## src/rtl/assert_macros.svh

```systemverilog
// ----------------------------------------------------------------------------
// assertion macros
// shared checking macros for the locker bank rtl
// ----------------------------------------------------------------------------
`ifndef ASSERT_MACROS_SVH
`define ASSERT_MACROS_SVH

// check on every rising clock edge, masked while reset is active
`define ASSERT_CLK(lbl, prop) \
  lbl: assert property (@(posedge clk_i) disable iff (!rst_ni) (prop)) \
    else $error("assertion failed");

// check on every rising clock edge, reset included
`define ASSERT_ALWAYS(lbl, prop) \
  lbl: assert property (@(posedge clk_i) (prop)) \
    else $error("assertion failed");

`endif

```

## src/rtl/clbac_pkg.sv

```systemverilog
// ----------------------------------------------------------------------------
// clbac_pkg
// types, widths and helpers for the card locker bank controller
// ----------------------------------------------------------------------------
package clbac_pkg;

  localparam int unsigned NUM_LOCKERS_DEF = 3;
  localparam int unsigned UID_BYTES       = 7;
  localparam int unsigned UID_W           = 56;
  localparam int unsigned LEN_W           = 3;
  localparam int unsigned SEL_W           = 4;
  localparam int unsigned CNT_W           = 16;
  localparam logic [CNT_W-1:0] COOLDOWN_RST = 16'd1000;
  localparam logic [CNT_W-1:0] CNT_MAX      = '1;

  // result codes
  typedef enum logic [2:0] {
    OC_TICK     = 3'd0,
    OC_BUSY     = 3'd1,
    OC_LOCKED   = 3'd2,
    OC_UNLOCKED = 3'd3,
    OC_DENIED   = 3'd4
  } outcome_e;

  // sequencer states
  typedef enum logic [2:0] {
    ST_IDLE = 3'b001,
    ST_SCAN = 3'b010,
    ST_DONE = 3'b100
  } state_e;

  // result item, locker_out in the low bits
  typedef struct packed {
    logic             lock_drive;
    outcome_e         outcome;
    logic [SEL_W-1:0] locker_out;
  } result_t;

  // keep only the first len bytes of a uid
  function automatic logic [UID_W-1:0] uid_mask(input logic [LEN_W-1:0] len);
    logic [UID_W-1:0] m;
    m = '0;
    for (int b = 0; b < UID_W / 8; b++) begin
      if (LEN_W'(b) < len) m[b*8 +: 8] = 8'hFF;
    end
    return m;
  endfunction

endpackage

```

## src/rtl/card_locker_bank_access_control.sv

```systemverilog
// ----------------------------------------------------------------------------
// card_locker_bank_access_control
// card assignment, release and cooldown control for a bank of lockers
// ----------------------------------------------------------------------------
// Usage:
//   input stream s_axis: tuser = 0 is a tick, tuser = 1 a card at a locker;
//   tdata carries locker_sel, card_uid_len and card_uid.
//   output stream m_axis: one result item per input item (locker, outcome,
//   lock_drive), in input order.
//   cfg_wr_en_i / cfg_wr_data_i write the cooldown length in ticks; write
//   only while no item is in flight.
// Timing:
//   after acceptance a sequencer walks the lockers one per cycle through a
//   single compare / counter unit, then decides in the done state once the
//   output register is free, and the decision is written to the result
//   register; the next item is taken only once the sequencer is back in idle,
//   so a new item is not taken before the last one has left the done state.
// Reset:
//   all lockers unassigned and idle, cooldown length 1000, no result pending.
// Stall:
//   a result waits in the output register; a new item is still taken, but its
//   decision waits until the output register is free.
// ----------------------------------------------------------------------------
`include "assert_macros.svh"

module card_locker_bank_access_control
  import clbac_pkg::*;
#(
  parameter int unsigned NUM_LOCKERS = NUM_LOCKERS_DEF
) (
  input  logic        clk_i,
  input  logic        rst_ni,
  // config
  input  logic              cfg_wr_en_i,
  input  logic [CNT_W-1:0]  cfg_wr_data_i,   // cooldown_ticks
  // input items
  input  logic        s_axis_tvalid_i,
  output logic        s_axis_tready_o,
  input  logic [63:0] s_axis_tdata_i,        // locker_sel[3:0], card_uid_len[6:4],
                                             // card_uid[62:7], zero[63]
  input  logic        s_axis_tuser_i,        // func
  // result items
  output logic        m_axis_tvalid_o,
  input  logic        m_axis_tready_i,
  output logic [7:0]  m_axis_tdata_o         // locker_out[3:0], outcome[6:4],
                                             // lock_drive[7]
);

  localparam int unsigned IDX_W = (NUM_LOCKERS > 1) ? $clog2(NUM_LOCKERS) : 1;

  // control and captured item
  state_e             state_q, state_d;
  logic [IDX_W-1:0]   scan_q;
  logic               func_q;
  logic [SEL_W-1:0]   sel_q;
  logic [LEN_W-1:0]   len_q;
  logic [UID_W-1:0]   uid_q;
  logic               dup_q, self_asg_q, self_cool_q, self_match_q;
  logic [CNT_W-1:0]   cool_ticks_q;
  logic               out_valid_q;
  result_t            out_q;

  // per locker state
  logic               asg_q   [NUM_LOCKERS];
  logic               cool_q  [NUM_LOCKERS];
  logic [CNT_W-1:0]   cnt_q   [NUM_LOCKERS];
  logic [UID_W-1:0]   suid_q  [NUM_LOCKERS];
  logic [LEN_W-1:0]   slen_q  [NUM_LOCKERS];

  // shared unit on the scanned locker
  logic               ent_asg, ent_cool, ent_eq, ent_self, ent_rel, scan_last;
  logic [CNT_W-1:0]   ent_cnt_inc;

  // decision
  logic               sel_ok, len_bad, do_lock, do_unlock, out_free, done_fire;
  result_t            res;
  logic               in_fire;

  assign in_fire         = s_axis_tvalid_i && s_axis_tready_o;
  assign s_axis_tready_o = (state_q == ST_IDLE);
  assign m_axis_tvalid_o = out_valid_q;
  assign m_axis_tdata_o  = out_q;

  // compare and count unit, one locker per cycle
  always_comb begin
    ent_asg     = asg_q[scan_q];
    ent_cool    = cool_q[scan_q];
    ent_eq      = (slen_q[scan_q] == len_q) && (suid_q[scan_q] == uid_q);
    ent_self    = (SEL_W'(scan_q) == sel_q);
    ent_cnt_inc = (cnt_q[scan_q] == CNT_MAX) ? cnt_q[scan_q] : cnt_q[scan_q] + 1'b1;
    ent_rel     = (ent_cnt_inc >= cool_ticks_q);
    scan_last   = (scan_q == IDX_W'(NUM_LOCKERS - 1));
  end

  // final decision for the captured item
  always_comb begin
    sel_ok    = ({1'b0, sel_q} < (SEL_W + 1)'(NUM_LOCKERS));
    len_bad   = (len_q == '0) || ({1'b0, len_q} > (LEN_W + 1)'(UID_BYTES));
    do_lock   = 1'b0;
    do_unlock = 1'b0;
    res.locker_out = sel_q;
    res.outcome    = OC_DENIED;
    res.lock_drive = self_asg_q;
    if (!func_q) begin
      res.locker_out = '0;
      res.outcome    = OC_TICK;
      res.lock_drive = 1'b0;
    end else if (!sel_ok) begin
      res.lock_drive = 1'b0;
    end else if (self_cool_q) begin
      res.outcome = OC_BUSY;
    end else if (len_bad) begin
      res.outcome = OC_DENIED;
    end else if (!self_asg_q) begin
      if (!dup_q) begin
        do_lock        = 1'b1;
        res.outcome    = OC_LOCKED;
        res.lock_drive = 1'b1;
      end
    end else if (self_match_q) begin
      do_unlock      = 1'b1;
      res.outcome    = OC_UNLOCKED;
      res.lock_drive = 1'b0;
    end
  end

  assign out_free  = !out_valid_q || m_axis_tready_i;
  assign done_fire = (state_q == ST_DONE) && out_free;

  // sequencer next state
  always_comb begin
    state_d = state_q;
    unique case (state_q)
      ST_IDLE: if (in_fire) state_d = ST_SCAN;
      ST_SCAN: if (scan_last) state_d = ST_DONE;
      ST_DONE: if (out_free) state_d = ST_IDLE;
      default: state_d = ST_IDLE;
    endcase
  end

  // control registers and item capture
  always_ff @(posedge clk_i or negedge rst_ni) begin
    if (!rst_ni) begin
      state_q      <= ST_IDLE;
      scan_q       <= '0;
      cool_ticks_q <= COOLDOWN_RST;
      out_valid_q  <= 1'b0;
      dup_q        <= 1'b0;
      self_asg_q   <= 1'b0;
      self_cool_q  <= 1'b0;
      self_match_q <= 1'b0;
    end else begin
      state_q <= state_d;
      if (cfg_wr_en_i) cool_ticks_q <= cfg_wr_data_i;
      if (in_fire) begin
        scan_q       <= '0;
        dup_q        <= 1'b0;
        self_asg_q   <= 1'b0;
        self_cool_q  <= 1'b0;
        self_match_q <= 1'b0;
      end else if (state_q == ST_SCAN) begin
        if (!scan_last) scan_q <= scan_q + 1'b1;
        if (ent_self) begin
          self_asg_q   <= ent_asg;
          self_cool_q  <= ent_cool;
          self_match_q <= ent_eq;
        end else if (ent_asg && ent_eq) begin
          dup_q <= 1'b1;
        end
      end
      if (done_fire) begin
        out_valid_q <= 1'b1;
      end else if (m_axis_tready_i) begin
        out_valid_q <= 1'b0;
      end
    end
  end

  // payload registers
  always_ff @(posedge clk_i) begin
    if (in_fire) begin
      func_q <= s_axis_tuser_i;
      sel_q  <= s_axis_tdata_i[3:0];
      len_q  <= s_axis_tdata_i[6:4];
      uid_q  <= s_axis_tdata_i[62:7] & uid_mask(s_axis_tdata_i[6:4]);
    end
    if (done_fire) out_q <= res;
  end

  // locker state: tick updates during the scan, card updates at the decision
  always_ff @(posedge clk_i or negedge rst_ni) begin
    if (!rst_ni) begin
      for (int i = 0; i < NUM_LOCKERS; i++) begin
        asg_q[i]  <= 1'b0;
        cool_q[i] <= 1'b0;
        cnt_q[i]  <= '0;
        suid_q[i] <= '0;
        slen_q[i] <= '0;
      end
    end else begin
      for (int i = 0; i < NUM_LOCKERS; i++) begin
        if ((state_q == ST_SCAN) && !func_q && (scan_q == IDX_W'(i)) && ent_cool) begin
          cnt_q[i] <= ent_cnt_inc;
          if (ent_rel) cool_q[i] <= 1'b0;
        end
        if (done_fire && (sel_q == SEL_W'(i))) begin
          if (do_lock) begin
            asg_q[i]  <= 1'b1;
            suid_q[i] <= uid_q;
            slen_q[i] <= len_q;
            cool_q[i] <= 1'b1;
            cnt_q[i]  <= '0;
          end else if (do_unlock) begin
            asg_q[i]  <= 1'b0;
            suid_q[i] <= '0;
            slen_q[i] <= '0;
            cool_q[i] <= 1'b1;
            cnt_q[i]  <= '0;
          end
        end
      end
    end
  end

  // checks
  `ASSERT_CLK(a_scan_in_range, (state_q == ST_SCAN) |-> (scan_q < IDX_W'(NUM_LOCKERS - 1)) || scan_last)
  `ASSERT_CLK(a_accept_starts_scan, in_fire |=> (state_q == ST_SCAN) && (scan_q == '0))
  `ASSERT_CLK(a_new_result_from_done, $rose(out_valid_q) |-> $past(state_q) == ST_DONE)
  `ASSERT_CLK(a_locked_drives, (out_valid_q && (out_q.outcome == OC_LOCKED)) |-> out_q.lock_drive)
  `ASSERT_ALWAYS(a_reset_no_result, !rst_ni |=> !out_valid_q)

endmodule
```

## config.mk

```make
export PLATFORM = sky130hd
export DESIGN_NAME = card_locker_bank_access_control
export DESIGN_NICKNAME = d
export VERILOG_FILES = /design/src/rtl/clbac_pkg.sv /design/src/rtl/card_locker_bank_access_control.sv
export VERILOG_INCLUDE_DIRS = /design/src /design/src/rtl
export SDC_FILE = /design/constraint.sdc
export NUM_CORES = 1
export LEC_CHECK = 0
export BUFFER_PORTS_ARGS = -buffer_cell sky130_fd_sc_hd__buf_2
export CAP_MARGIN = 20
export CORE_AREA = 2 2 148 179
export CTS_CLUSTER_SIZE = 24
export DETAILED_ROUTE_END_ITERATION = 12
export DIE_AREA = 0 0 150 181
export PLACE_DENSITY = 0.75
export SLEW_MARGIN = 15
export SYNTH_ARGS = -nofsm -noshare
export SYNTH_HDL_FRONTEND = slang
export SYNTH_SLANG_ARGS = --single-unit
```

## constraint.sdc

```tcl
create_clock -name clk_i -period 5.2 [get_ports clk_i]
set_input_delay 0 -clock clk_i [delete_from_list [all_inputs] [get_ports clk_i]]
set_output_delay 0 -clock clk_i [all_outputs]
set_load 0.1 [all_outputs]
```

* Word-level counts from Yosys, hierarchy flattened
Index checks and enable logic that the tools add are counted.
Cells by class: multiplexer cells 105, bitwise logic cells 4, reduce and logical (&&, ||, !) cells 34, add/subtract/negate cells 2, equal/unequal tests 16, order comparisons 10
Operator list (count):
- 16-bit 2-to-1 mux | 15
- 56-bit 2-to-1 mux | 4
- 56-bit binary-select mux with 2-bit select | 1
- 8-bit 2-to-1 mux | 14
- 56-bit bitwise AND | 1
- 56-bit equality test | 1
- 1-bit 2-to-1 mux | 50
- 16-bit binary-select mux with 2-bit select | 1
- 3-bit 2-to-1 mux | 10
- 16-bit by 1-bit adder with 16-bit output, second input constant | 1
- 16-bit equality test, second input constant | 1
- 16-bit >= comparator | 1
- 1-bit logical AND | 14
- 4-bit 2-to-1 mux | 3
- 2-bit AND reduction | 6
- 2-bit nonzero test | 5
- 3-bit less-than comparator, first input constant | 3
- 3-bit case mux with 3 select lines | 1
- 3-bit binary-select mux with 2-bit select | 1
- 1-bit by 3-bit less-than comparator with 1-bit output, first input constant | 2
- 2-bit by 3-bit less-than comparator with 1-bit output, first input constant | 2
- 2-bit 2-to-1 mux | 3
- 2-bit by 1-bit != test with 1-bit output, second input constant | 3
- 3-bit AND reduction | 2
- other kinds (22) | 26
Word-level totals: bits in registers 329, logic and storage cells 203

* Depth between registers and ports, before layout
depth in word-level cells 12, mapped depth 19

* Least setup slack after synthesis
OpenSTA, ideal clock, no wires.
path type register -> register, from register state_q[0], to register func_q, enable pin, buffers on the path 0, stages on the path, launching flop included 4, slack 0.097 ns, required time 4.780 ns, arrival time 4.684 ns, library setup time 0.420 ns, period minus slack after synthesis 5.103 ns, cell sequence dfstp_2 nor3b_1 nand2_1 inv_1
On the way: longest elaborated chain between the ends 2
Ends and longest elaborated chain:
- start: declaration | RTL line card_locker_bank_access_control.sv:52 | state_e state_q, state_d;
- start signal: assignment | RTL line card_locker_bank_access_control.sv:153 | state_q <= state_d;
- 3-bit by 1-bit equality test with 1-bit output | RTL line card_locker_bank_access_control.sv:80 | assign s_axis_tready_o = (state_q == ST_IDLE);
- net s_axis_tready_o | RTL line card_locker_bank_access_control.sv:38 | output logic s_axis_tready_o,
- 1-bit logical AND | RTL line card_locker_bank_access_control.sv:79 | assign in_fire = s_axis_tvalid_i && s_axis_tready_o;
- net in_fire | RTL line card_locker_bank_access_control.sv:77 | logic in_fire;
- end signal: assignment | RTL line card_locker_bank_access_control.sv:182 | func_q <= s_axis_tuser_i;
- end: declaration | RTL line card_locker_bank_access_control.sv:54 | logic func_q;
The timed path passes the listed nets, and every way through them passes these cells. A chain may end at the register's enable or synchronous reset.

* Worst setup path in the final report
from register scan_q[1], to register cool_q[1] (netlist bit)
On the way: longest elaborated chain between the ends 12, elaborated cells between the ends (all ways) 19
Ends and longest elaborated chain:
- start: declaration | RTL line card_locker_bank_access_control.sv:53 | logic [IDX_W-1:0] scan_q;
- start signal: assignment | RTL line card_locker_bank_access_control.sv:162 | if (!scan_last) scan_q <= scan_q + 1'b1;
- 2-bit NOT with 3-bit output (implied by the code) | RTL line card_locker_bank_access_control.sv:87, card_locker_bank_access_control.sv:90
- 16-bit binary-select mux with 2-bit select | RTL line card_locker_bank_access_control.sv:90 | ent_cnt_inc = (cnt_q[scan_q] == CNT_MAX) ? cnt_q[scan_q] : cnt_q[scan_q] + 1'b1;
- 16-bit 2-to-1 mux (implied by the code) (2 in a row) | RTL line card_locker_bank_access_control.sv:90
- 16-bit by 1-bit adder with 16-bit output or 16-bit equality test (tied branches) | RTL line card_locker_bank_access_control.sv:90
- 16-bit 2-to-1 mux | RTL line card_locker_bank_access_control.sv:90
- 16-bit >= comparator | RTL line card_locker_bank_access_control.sv:91 | ent_rel = (ent_cnt_inc >= cool_ticks_q);
- 1-bit 2-to-1 mux | RTL line card_locker_bank_access_control.sv:204 | if (ent_rel) cool_q[i] <= 1'b0;
- 1-bit 2-to-1 mux (*) | RTL line card_locker_bank_access_control.sv:202 | if ((state_q == ST_SCAN) && !func_q && (scan_q == IDX_W'(i)) && ent_cool) begin
- 1-bit 2-to-1 mux | RTL line card_locker_bank_access_control.sv:213 | end else if (do_unlock) begin
- 1-bit 2-to-1 mux | RTL line card_locker_bank_access_control.sv:207 | if (do_lock) begin
- 1-bit 2-to-1 mux (*) | RTL line card_locker_bank_access_control.sv:206 | if (done_fire && (sel_q == SEL_W'(i))) begin
- end signal: indexed assignment | RTL line card_locker_bank_access_control.sv:204
- end signal: indexed assignment | RTL line card_locker_bank_access_control.sv:211 | cool_q[i] <= 1'b1;
- end signal: indexed assignment | RTL line card_locker_bank_access_control.sv:217 | cool_q[i] <= 1'b1;
- end: declaration | RTL line card_locker_bank_access_control.sv:65 | logic cool_q [NUM_LOCKERS];
Mark *: on every way between the ends. The rest lies on a longest branch, timed or not. The select of a mux whose other input is x is not followed.

==> flow_summary_export.csv <==
group,metric,value,unit
clocking,postCtsSetupBuffers,0,
setup_path,critical_path_class,"register to register",
drt,drc,0,
sta,setup_viol,0,
drt,drtPass1Iterations,5,
setup_path,crit_required,5.62,ns
placed_design,portBuffers,94,
sta,hold_viol,0,
synthesis,ys_ff_latch,329,
global_route,grt_max_degree,133,
global_route,grt-ovfl-total,0,
synthesis,ys_types,63,
floorplanning,num_rows,64,
placed_design,gp_congestion,0.860,
drt,vias,11300,
floorplanning,ioPinCount,96,
layout,area_growth,19.8,%
synthesis,syn-cell-area,0.0153,sq mm
clocking,h-tree-depth,2,
setup_path,start_kind,"register",
global_route,antenna_found_initial,0,
setup_path,r2r_slack,0.83,ns
sta,fin_skew,0.0133,ns
drt,drtIter0Drc,843,
floorplanning,die_x,150,um
global_route,grt_pass1_wl,62100,um
sta,post-route-period-util,84.0,%
clocking,cts_inserted_buffers,34,
synthesis,syn_inst,1293,
placed_design,dpl-instance-area,0.0160,sq mm
worst_hold_path,worstHoldStart,"cfg_wr_en_i",
drt,vias_per_cell,6.23,
layout,final_nets,1573,
placed_design,dp_hpwl,21900,um
floorplanning,core_area,0.0253,sq mm
pwr,power.density,390,mW/mm^2
sta,fmax,229,MHz
layout,final_cell_mix,"248 x dfrtp_1, 204 x a22o_1, 115 x dlygate4sd3_1, 95 x o21ai_0, 93 x buf_2",
clocking,cts_repair_resize_count,0,
worst_hold_path,whs_path_depth,2,
status,outcome,"complete, no violations",
worst_hold_path,hold_class,"input port to register",
synthesis,synthArstFlopShare,78.1,%
worst_hold_path,min_to,"cool_ticks_q[3]$_DFFE_PN1P_",
sta,tns,0,ns
clocking,cts_tree,"yes",
clocking,clk-insertion-delay-late,0.51,ns
pwr,power_leakage,7.95,nW
synthesis,syn_nets,1399,
setup_path,rr_worst_depth,14,
drt,wl_per_cell,21.2,um
global_route,track_usage,29.0,%
sta,maxSlewViolCount,0,
synthesis,avgSynthCellArea,11.9,sq um
pwr,peakVddDrop,0.000309,V
clocking,cts.clk_slew.worst_paths,0.06,ns
synthesis,yosysTopAreaCellShare,40.8,%
setup_path,worstPathArrival,4.79,ns
sta,fin_crit,4.37,ns
drt,detail-route-antenna-nets,0,
layout,fin_area,0.0184,sq mm
sta,worst_pin_slew,0.969,ns
setup_path,endpoint_kind,"register",
sta,rsz0062_at_grt,"false",
run,cap_violations,0,
setup_path,critPathMaxFanout,19,
synthesis,synth_edf_count,72,
layout,layout-drive-gt1-share,13.7,%
synthesis,synth_area_leader_cell,"dfrtp_1",
synthesis,netlist_top_cells_area,"dfrtp_1 41%, edfxtp_1 14%, a22o_1 12%",
clocking,cts_num_sinks,329,
floorplanning,die_h,181,um
clocking,clockBufferDepth,3,
layout,n_antenna_cell,0,
setup_path,reg2reg_to,"cool_q[1]$_DFF_PN0_",
setup_path,r2r_start,"scan_q[1]$_DFFE_PN0P_",
synthesis,synth_top_flop_cell,"dfrtp_1",
clocking,ctsRootBufferMaster,"clkbuf_16",
floorplanning,die-area,0.0272,sq mm
sta,hold_ws,0.0141,ns
floorplanning,initial_core_util,60.6,%
clocking,cts_hold_buf,115,
layout,final_common_cell,"dfrtp_1",
synthesis,yosysWarnings,0,
synthesis,synth.yosys.seq_area_share,56.1,%
pwr,total_power,7.17,mW
sta,maxSlewHeadroom,35.4,%
global_route,grt_pass1_vias,11700,
drt,drt_wl_total,38700,um
## logic make-up (layout without fill, tap and decap cells)
group,count (synthesis),count (layout),synth area share [%]
simple gates,307,307,11.4
compound gates,370,370,18.2
buf+inv,115,315,3.19
xor+xnor,67,67,3.83
fa+ha+maj,20,20,1.63
flops,329,329,56.1
mux,85,85,5.68
## cells in the mapped netlist, drive strengths merged (3+ instances only)
cell type  number
dfrtp         250
a22o          204
o21ai          95
mux2i          79
edfxtp         72
nand2          64
xnor2          61
clkbuf         59
nand3b         58
nor2           39
buf            32
nor2b          28
and2           27
inv            24
a21oi          23
ha             20
and3           19
nand4          18
nand3          15
o2bb2ai        13
nor3           10
nor4           10
a21o            8
dfstp           7
mux2            6
nand2b          6
xor2            6
a22oi           5
a31oi           4
o21a            4
a211oi          3
or2             3
## metrics by stage
stage / setup slack, ns / std cells / util, %
2_1_floorplan: 0.0965 / 1293 / -
3_3_place_gp: 0.959 / 1642 / 63.3
3_5_place_dp: 0.941 / 1642 / 63.3
4_1_cts: 0.884 / 1819 / 72.4
5_1_grt: 0.521 / 1823 / 72.6
6_report: 0.833 / 1823 / 72.6
## worst max-delay path: stages, from the launching register on
cell and delay [ns]:
dfrtp_4 0.57, nor2b_4 0.37, o2bb2ai_1 0.31, ha_1 0.45
nand2_1 0.20, nor3_2 0.40, a21oi_1 0.15, xor2_1 0.32
ha_1 0.33, a2111o_1 0.41, a31oi_1 0.14, o21ai_0 0.11
a21oi_1 0.31, o21ai_0 0.13, nand2_1 0.08
## per-layer routing
layer | vias to the layer above | routed length (um) | global-route usage (%) | part of all wire, %
met3 | 100 | 2060 | 4.29 | 5.3
li1 | 5145 | - | - | -
met1 | 5715 | 15600 | 36.9 | 40
met2 | 389 | 19400 | 49.0 | 50
met4 | 0 | 1640 | 13.5 | 4.2
met5 | - | 0 | 0 | 0
## registers in the layout, summed over array words and instances (netlist names)
name and cells:
asg_q 3, cnt_q 48, cool_q 3, cool_ticks_q 16, dup_q 1, func_q 1
len_q 3, m_axis_tdata_o 8, m_axis_tvalid_o 1, scan_q 2, sel_q 4, self_asg_q 1
self_cool_q 1, self_match_q 1, slen_q 9, state_q 3, suid_q 168, uid_q 56
## report_power, final
group,leakage (nW),internal (mW),switching (mW)
sequential,4.17,2.90,0.239
combinational,3.21,0.583,0.927
clock,0.579,1.51,1.01
total,7.95,4.99,2.18
## worst max path at each step
| stage | end | from | slack [ns] | cells past startpoint |
|---|---|---|---|---|
| after detailed placement | cool_q[1]$_DFF_PN0_ | scan_q[0]$_DFFE_PN0P_ | 0.94 | 14 |
| final | cool_q[1]$_DFF_PN0_ | scan_q[1]$_DFFE_PN0P_ | 0.83 | 14 |
| after global routing | cool_q[1]$_DFF_PN0_ | scan_q[1]$_DFFE_PN0P_ | 0.52 | 14 |
| after global placement | cool_q[1]$_DFF_PN0_ | scan_q[0]$_DFFE_PN0P_ | 0.96 | 14 |
| after CTS | cool_q[1]$_DFF_PN0_ | scan_q[0]$_DFFE_PN0P_ | 0.88 | 14 |
| after floorplan | func_q$_DFFE_PP_ | state_q[0]$_DFFE_PN1P_ | 0.1 | 3 |
## final cells by class
type                            instances  area [sq um]
Inverter                               24          90.1
Sequential cell                       329          8610
Multi-Input combinational cell        849          6280
Clock buffer                           55          1100
Tap cell                              330           413
Timing Repair Buffer                  229          1820
Fill cell                            1773          6920
Clock inverter                          7          66.3
No activity file was read; power rests on OpenSTA's default activity.
